===== src/rtl/ffp_pkg.sv =====
// Package for the first-fit layer slot packer: sizes, record types and
// the sequencer state encoding. It depends on nothing else.
package ffp_pkg;

  localparam int HALF_SLOTS     = 4096;
  localparam int RES_BITS       = $clog2(HALF_SLOTS);
  localparam int MAX_LAYERS     = 256;
  localparam int LAYER_BITS     = $clog2(MAX_LAYERS);
  localparam int COUNT_BITS     = $clog2(MAX_LAYERS + 1);
  localparam int BLOCK_BITS     = 16;
  localparam int POS_BITS       = 28;
  localparam int TAG_BITS       = 16;
  localparam int LIMIT_BITS     = 17;
  localparam int SLOT_BITS      = RES_BITS + 1;
  localparam int SLOT_ADDR_BITS = LAYER_BITS + RES_BITS;
  localparam int SLOT_DEPTH     = MAX_LAYERS * HALF_SLOTS;
  localparam int EPOCH_BITS     = 6;

  localparam logic [LIMIT_BITS-1:0] LIMIT_RESET = LIMIT_BITS'(2);

  typedef enum logic [1:0] {
    ST_CLEAR,
    ST_IDLE,
    ST_SEARCH,
    ST_PLACE
  } state_t;

  typedef struct packed {
    logic bot;
    logic top;
  } pair_t;

  typedef struct packed {
    logic [BLOCK_BITS-1:0] lo;
    logic [BLOCK_BITS-1:0] hi;
  } range_t;

  typedef struct packed {
    logic                      en;
    logic [SLOT_ADDR_BITS-1:0] addr;
    pair_t                     pair;
  } slot_wr_t;

  typedef struct packed {
    logic                  en;
    logic [LAYER_BITS-1:0] addr;
    range_t                rng;
  } range_wr_t;

  typedef struct packed {
    range_t rng;
    logic   fits;
  } span_res_t;

endpackage


===== src/rtl/ffp_span_unit.sv =====
// Shared span unit: widens a layer's block range to take one block and
// checks the inclusive span against the limit. Depends on ffp_pkg.
module ffp_span_unit (
  input  ffp_pkg::range_t                  cur,
  input  logic [ffp_pkg::BLOCK_BITS-1:0]   blk,
  input  logic [ffp_pkg::LIMIT_BITS-1:0]   limit,
  output ffp_pkg::span_res_t               res
);

  logic [ffp_pkg::BLOCK_BITS-1:0] lo;
  logic [ffp_pkg::BLOCK_BITS-1:0] hi;
  logic [ffp_pkg::LIMIT_BITS-1:0] span;

  always_comb begin
    lo   = (cur.lo < blk) ? cur.lo : blk;
    hi   = (cur.hi > blk) ? cur.hi : blk;
    span = ffp_pkg::LIMIT_BITS'(hi) - ffp_pkg::LIMIT_BITS'(lo) + ffp_pkg::LIMIT_BITS'(1);
    res.rng.lo = lo;
    res.rng.hi = hi;
    res.fits   = (span <= limit);
  end

endmodule


===== config.mk =====
export PLATFORM = sky130hd
export DESIGN_NAME = ffp_span_unit
export DESIGN_NICKNAME = d
export VERILOG_FILES = /design/src/rtl/ffp_pkg.sv /design/src/rtl/ffp_span_unit.sv
export SDC_FILE = /design/constraint.sdc
export NUM_CORES = 1
export LEC_CHECK = 0
export BUFFER_PORTS_ARGS = -buffer_cell sky130_fd_sc_hd__buf_2
export CAP_MARGIN = 20
export CORE_MARGIN = 2
export CORE_UTILIZATION = 50
export DETAILED_ROUTE_END_ITERATION = 8
export GPL_TIMING_DRIVEN = 0
export PLACE_DENSITY = 0.85
export SYNTH_ARGS = -nofsm -noshare
export SYNTH_HDL_FRONTEND = slang
export SYNTH_SLANG_ARGS = --single-unit
export TNS_END_PERCENT = 20

===== constraint.sdc =====
create_clock -name vclk -period 11.5
set_input_delay 3.45 -clock vclk [all_inputs]
set_output_delay 3.45 -clock vclk [all_outputs]
set_load 0.005 [all_outputs]

# [After elaboration in Yosys (flattened, before gate mapping)]
# Cells that the tools add are included.
[totals] register_bits=0 in_bits=65 out_inout_bits=33 wordCells=7
[op_classes] addsub=2 n_lt_le_gt_ge=3 mux=2
[ops] cell="two-way mux 16 bit" n=2
[ops] cell="adder 17 x 1 -> 17 bit, second input constant" n=1
[ops] cell="<= comparator 17 bit" n=1
[ops] cell="subtractor 16 x 16 -> 17 bit" n=1
[ops] cell="> comparator 16 bit" n=1
[ops] cell="< comparator 16 bit" n=1

# [Logic depth before layout (Yosys ltp)]
# Gate-level depths: netlist of the first run.
[logic_depth] ltp_word=5 ltp_mapped=24 mapped_depth_nobuf=23

# [Worst setup path after synthesis of the first run]
# OpenSTA, ideal clock, no wires.
[synth_path] kind="input-to-output" startpoint="input port blk[13] in the netlist's numbering" endpoint="output port res[0] in the netlist's numbering" arrival_ns=7.907 required_ns=8.050 path_slack_ns=0.143 cell_stages=23 n_path_buf=3 path_cell_list="inv_1 ha_1 nand4_2 nor3_4 or3_1 buf_2 buf_6 o311ai_1 o211ai_1 ha_1 ha_1 buf_2 a21oi_1 o21ai_0 or4b_2 a21oi_1 a311o_1 ha_1 a21oi_1 nor2b_1 o21ai_0 o21ai_0 o31ai_1"
[synth_lines] element="start: declaration" line_no="ffp_span_unit.sv:5" rtl="input logic [ffp_pkg::BLOCK_BITS-1:0] blk,"
[synth_lines] element="end: declaration" line_no="ffp_span_unit.sv:7" rtl="output ffp_pkg::span_res_t res"

==> results of run 1 <==
[worst max-delay path, delay by kind of cell]
kind            cells  cell delay, ns
compound gates      6            1.73
xor+xnor            1            0.16
fa+ha+maj           4            1.23
buf+inv             5            0.83
simple gates        7            1.22
[per-layer routing]
layer	GRT usage, %	up-vias
li1	-	1918
met1	42.8	2106
met2	60.3	566
met3	6.74	216
met4	21.8	0
met5	0	-
[layout by cell type, fill, tap and decap left out, drive strengths merged, types with 3 or more instances in the layout]
| cell type | synthesis | layout |
|---|---|---|
| buf | 10 | 192 |
| ha | 79 | 79 |
| inv | 41 | 41 |
| a21oi | 30 | 30 |
| nand2 | 25 | 25 |
| nand3 | 20 | 20 |
| nor4 | 17 | 17 |
| mux2 | 16 | 16 |
| o311ai | 16 | 16 |
| o211ai | 15 | 15 |
| mux2i | 15 | 15 |
| nor2 | 15 | 15 |
| o21ai | 15 | 15 |
| a21o | 9 | 9 |
| nand4 | 8 | 8 |
| xnor2 | 7 | 7 |
| nor2b | 5 | 5 |
| clkbuf | 10 | 5 |
| o2111ai | 4 | 4 |
| and4 | 4 | 4 |
| and3 | 4 | 4 |
| xor2 | 3 | 3 |
| o21bai | 3 | 3 |
| nor3 | 3 | 3 |
| a211oi | 3 | 3 |
| a31oi | 3 | 3 |
[what timing repair did]
item,CTS,global route
pin swaps,36,51
gates resized for setup,66,94
buffers inserted,64,21
endpoints found under the setup margin,1,3
cloned,0,1
[how the worst max path moves through the flow]
stage                       start     end  slack (ns)  cells past startpoint
after floorplan           blk[13]  res[0]        0.14                     23
after global placement    blk[15]  res[0]       -0.53                     24
after detailed placement  blk[14]  res[0]       -0.59                     25
after CTS                 blk[12]  res[0]       0.004                     25
after global routing      blk[10]  res[0]       -0.77                     26
final                     cur[15]  res[0]       -0.59                     23
[logic make-up (layout without fill, tap and decap cells)]
group	after synthesis	in the layout
AO/OA/AOI/OAI	110	110
XOR/XNOR	10	10
adder cells (fa/ha/maj)	80	80
buffers and inverters	61	238
multiplexers	31	31
AND/OR/NAND/NOR	111	111
[power breakdown]
group | leakage [nW] | total (mW) | internal [mW] | switching [mW]
Sequential | 0 | 0 | 0 | 0
Clock | 0 | 0 | 0 | 0
Combinational | 2.43 | 0.545 | 0.258 | 0.287
[area by class of cell]
type	count	share of cell area [%]
Buffer	15	2.48
Inverter	41	3.48
Timing Repair Buffer	182	24.5
Multi-Input combinational cell	342	67.6
Tap cell	75	1.88
==> flow_summary.json, run 1 <==
{
  "synth_fa_ha_area_share_pct": 32.7,
  "initial_core_util_pct": 51.7,
  "dp_worst_setup_slack_ns": -0.594,
  "crit_fanout": 10,
  "placed_area_um2": 3670,
  "wl_met3_mm": 2.35,
  "synth_most_common_cell": "ha_1",
  "portBuffers": 98,
  "netlist_area_um2": 3080,
  "min_from": "blk[14]",
  "finalCritPeriodShare_pct": 105,
  "finalSetupTns_ns": -0.931,
  "cp-start-kind": "input port",
  "syn_inst": 403,
  "cp_data_required_time_ns": 8.05,
  "synth_compound_area_share_pct": 25.3,
  "dpl.cell_count": 576,
  "grt-ovfl-total": 0,
  "dp_hpwl_mm": 7.69,
  "synth_top_area_share_pct": 32.1,
  "grt_pass1_wl_mm": 19.4,
  "synth-simple-area-share_pct": 20.2,
  "core_area_um2": 5960,
  "min_path_type": "in2out",
  "synthMuxAreaShare_pct": 10.7,
  "vdd_drop_max_mv": 0.0796,
  "hold_slack_ns": 7.22,
  "dr.pass1.iters": 9,
  "fp.dieH_um": 82.5,
  "track_usage_pct": 36.2,
  "ant_nets": 0,
  "wl_per_cell_um": 25.6,
  "maxCapViolations": 0,
  "worstPathArrival_ns": 8.64,
  "finalPower_mw": 0.545,
  "diodes": 0,
  "vias": 4806,
  "fin_cells": 655,
  "synth_top_family_by_area": "adder cells",
  "die_area_um2": 6810,
  "timing.fmax_mhz": 82.7,
  "nNetsFinal": 727,
  "drive_gt1_share_pct": 50.7,
  "ys_warn_count": 0,
  "holdPathStages": 3,
  "globalplace.congestion": 0.874,
  "power_per_cell_area_nw_per_um2": 109,
  "hold_viol_final": 0,
  "cpPeakStageDelay_ns": 0.56,
  "highest_layer": "met4",
  "wl_met1_mm": 5.66,
  "avgSynthCellArea_um2": 7.65,
  "setup_violations": 3,
  "setup_ws_ns": -0.594,
  "worstSetupPathType": "in2out",
  "syn-num-nets": 548,
  "grt_max_degree": 11,
  "rsz0062_at_grt": "yes",
  "violations": "design-rule violations, negative setup slack",
  "finalWirelength_mm": 16.7,
  "hold_buffers": 0,
  "dr_wl_met2_mm": 6.96,
  "design_area_um2": 4990,
  "yosysSeqAreaShare_pct": 0,
  "power.leakage_nw": 2.43,
  "area_growth_syn_to_layout_pct": 62.0,
  "synth_xor_area_share_pct": 2.84,
  "num_rows": 28,
  "n_fill_cell": 322,
  "grt_pass1_vias": 4164,
  "multi_input_area_um2": 3380,
  "path_cells": "buf_2 -> ha_4 -> nand4_4 -> buf_6 -> nor4_4 -> buf_6 -> nand2_4 -> buf_4 -> o211ai_1 -> ha_1 -> ha_4 -> a21oi_2 -> nand2_1 -> a21o_1 -> a21oi_1 -> xnor2_1 -> ha_1 -> and4_1 -> and3_4 -> nor2b_1 -> o31a_1 -> o31ai_1 -> buf_2",
  "seq_area_um2": 0,
  "min_to": "res[31]",
  "grt_antenna_before_repair": 0,
  "worst_path_max_delay_cell": "o211ai_1",
  "synth_area_leaders": "ha_1 32%, mux2_2 5.8%, inv_1 5.0%",
  "maxSlewViolCount": 0,
  "clock_buffer_count": 0,
  "netlist-cell-type-count": 56,
  "final_core_util_pct": 83.8,
  "finalCriticalPeriod_ns": 12.09,
  "seq_cells": 0,
  "endpoint_kind": "primary output",
  "first_iter_violations": 550,
  "yosysTopAreaCell": "ha_1",
  "status": "finished with violations",
  "worstMarginPinSlew_ns": 0.650,
  "die_w_um": 82.5,
  "vias_per_cell": 7.34,
  "max_slew_margin_pct": 56.5,
  "ios": 98,
  "drcViolationCount": 1,
  "synth_common_cells": "79 x ha_1, 41 x inv_1, 28 x a21oi_1, 25 x nand2_1, 20 x nand3_1"
}
Note: power is estimated with default switching activity, not from simulation.
==> inputs of run 2 (changes only) <==
==> constraint.sdc (replaced) <==
create_clock -name vclk -period 11.5
set_input_delay 3.45 -clock vclk [all_inputs]
set_output_delay 3.45 -clock vclk [all_outputs]
set_load 0.01 [all_outputs]
==> run 2 against run 1 <==
Against the previous run:
- the flow finishes with violations (negative setup slack)
- cell area up 3.5%
- hold slack better by 0.029 ns
- critical path type unchanged
- setup slack better by 0.20 ns
- count of clock-buffer cells in the layout unchanged
- combinational power up 6.2%
- critical endpoint unchanged
- maximum frequency up 1.7%
==> flow_summary.json, run 2 (synthesized netlist as in run 1, its figures left out) <==
{
  "status": "finished with violations",
  "violations": "negative setup slack",
  "min_to": "res[31]",
  "path_cells": "buf_2 -> inv_1 -> ha_1 -> o21ai_0 -> o21ai_0 -> o2111ai_2 -> o211ai_1 -> buf_4 -> buf_4 -> mux2i_1 -> ha_1 -> ha_4 -> a21oi_4 -> nand2_1 -> a21o_1 -> a21oi_2 -> xnor2_1 -> ha_1 -> and4_1 -> and3_4 -> nor2b_1 -> o31a_1 -> o31ai_2 -> buf_2",
  "timing.fmax_mhz": 84.1,
  "highest_layer": "met5",
  "fp.dieH_um": 82.5,
  "p_int_mw": 0.275,
  "worstSetupPathType": "in2out",
  "first_iter_violations": 739,
  "seqPwrFrac_pct": 0,
  "core_area_um2": 5960,
  "final_common_cell": "buf_4",
  "setup_ws_ns": -0.393,
  "die_w_um": 82.5,
  "ios": 98,
  "dp_hpwl_mm": 7.79,
  "maxSlewViolCount": 0,
  "setup_violations": 3,
  "power.leakage_nw": 2.48,
  "vias": 4750,
  "cp_data_required_time_ns": 8.05,
  "dr.pass1.iters": 8,
  "grt_antenna_before_repair": 2,
  "finalWirelength_mm": 16.5,
  "track_usage_pct": 34.9,
  "vdd_drop_max_mv": 0.0997,
  "ant_nets": 0,
  "hold_viol_final": 0,
  "finalPower_mw": 0.579,
  "max_slew_margin_pct": 65.1,
  "clock_buffer_count": 0,
  "holdPathStages": 3,
  "rsz0062_at_grt": "yes",
  "portBuffers": 98,
  "worst_path_max_delay_cell": "a21oi_2",
  "globalplace.congestion": 0.915,
  "nNetsFinal": 734,
  "finalCritPeriodShare_pct": 103,
  "p_sw_share_pct": 52.6,
  "seq_area_um2": 0,
  "worstPathArrival_ns": 8.44,
  "final_core_util_pct": 86.7,
  "final_cell_mix": "93 x buf_4, 90 x buf_2, 48 x ha_1",
  "die_area_um2": 6810,
  "crit_fanout": 5,
  "maxCapViolations": 0,
  "grt-ovfl-total": 0,
  "crit_start": "blk[2]",
  "grt_max_degree": 11,
  "min_path_type": "in2out",
  "area_growth_syn_to_layout_pct": 67.6,
  "dr_wl_met2_mm": 7.05,
  "drcViolationCount": 0,
  "num_rows": 28,
  "hold_buffers": 0,
  "vias_per_cell": 7.18,
  "initial_core_util_pct": 51.7,
  "power_per_cell_area_nw_per_um2": 112,
  "min_from": "blk[14]",
  "endpoint_kind": "primary output",
  "wl_per_cell_um": 25.0,
  "pwr-share-comb_pct": 100.0,
  "drive_gt1_share_pct": 53.7,
  "grt_pass1_vias": 4050,
  "diodes": 0,
  "switchingPower_mw": 0.304,
  "worstMarginPinSlew_ns": 0.522,
  "clkPwrFrac_pct": 0,
  "grt_pass1_wl_mm": 18.7,
  "wl_met1_mm": 5.60,
  "seq_cells": 0,
  "finalCriticalPeriod_ns": 11.89,
  "cp_common_cell": "ha_1",
  "cpPeakStageDelay_ns": 0.32,
  "wl_met3_mm": 2.18,
  "cp-start-kind": "input port"
}
-- run 2: cell types whose count changed in the layout (fill, tap and decap cells not counted), moves of 3 or more --
| cell | change |
|---|---|
| buf_4 | +20 |
| ha_1 | -7 |
| buf_2 | -6 |
| inv_2 | -6 |
| a21oi_1 | -4 |
| buf_6 | -4 |
| ha_2 | +4 |
| inv_4 | +4 |
| ha_4 | +3 |
-- run 2: per-stage QoR --
stage	area, µm²	cells	worst slack, ns	TNS, ns	hold WS [ns]
after global placement	3670	576	-0.594	-0.594	7.24
after floorplan	3090	403	0.0393	0	7.05
after CTS	4430	635	0.00345	0	7.26
after global routing	5170	662	-0.736	-1.40	7.25
after detailed placement	3670	576	-0.631	-0.631	7.25
final	5170	662	-0.393	-0.620	7.25
-- run 2: worst max-delay path, delay by kind of cell --
kind | cells | cell delay (ns)
AO/OA/AOI/OAI | 9 | 2.07
adder cells (fa/ha/maj) | 4 | 1.16
buffers and inverters | 5 | 0.73
AND/OR/NAND/NOR | 4 | 0.64
multiplexers | 1 | 0.22
XOR/XNOR | 1 | 0.17
-- run 2: worst max-delay path by stage --
stage | end | slack (ns) | cells past startpoint
2_1_floorplan | res[0] | 0.04 | 23
3_5_place_dp | res[0] | -0.63 | 23
6_report | res[0] | -0.39 | 24
4_1_cts | res[0] | 0.003 | 23
3_3_place_gp | res[0] | -0.59 | 24
5_1_grt | res[0] | -0.74 | 24
-- run 2: power by group through the flow --
stage               Clock, mW  Combinational, mW  Sequential, mW
finish                      0              0.579               0
global route                0              0.615               0
floorplan                   0              0.256               0
CTS                         0              0.432               0
global placement            0              0.330               0
detailed placement          0              0.347               0
-- run 2: per-layer routing --
metal	global-route usage (%)	vias to the layer above
met5	0	-
met4	15.4	2
met3	3.26	207
met2	62.2	511
met1	42.3	2093
li1	-	1937
-- run 2: final cells by class --
cell class | count | area [µm²]
multi-input cells | 342 | 3480
repair buffers | 189 | 1260
fillers | 262 | 790
inverters | 41 | 194
plain buffers | 15 | 140
well taps | 75 | 93.8
-- run 2: timing repair --
item,CTS,global route
buffers inserted,63,29
cloned,0,0
endpoints found under the hold margin,0,0
pin swaps,33,65
endpoints found under the setup margin,1,3
resized for setup,63,136
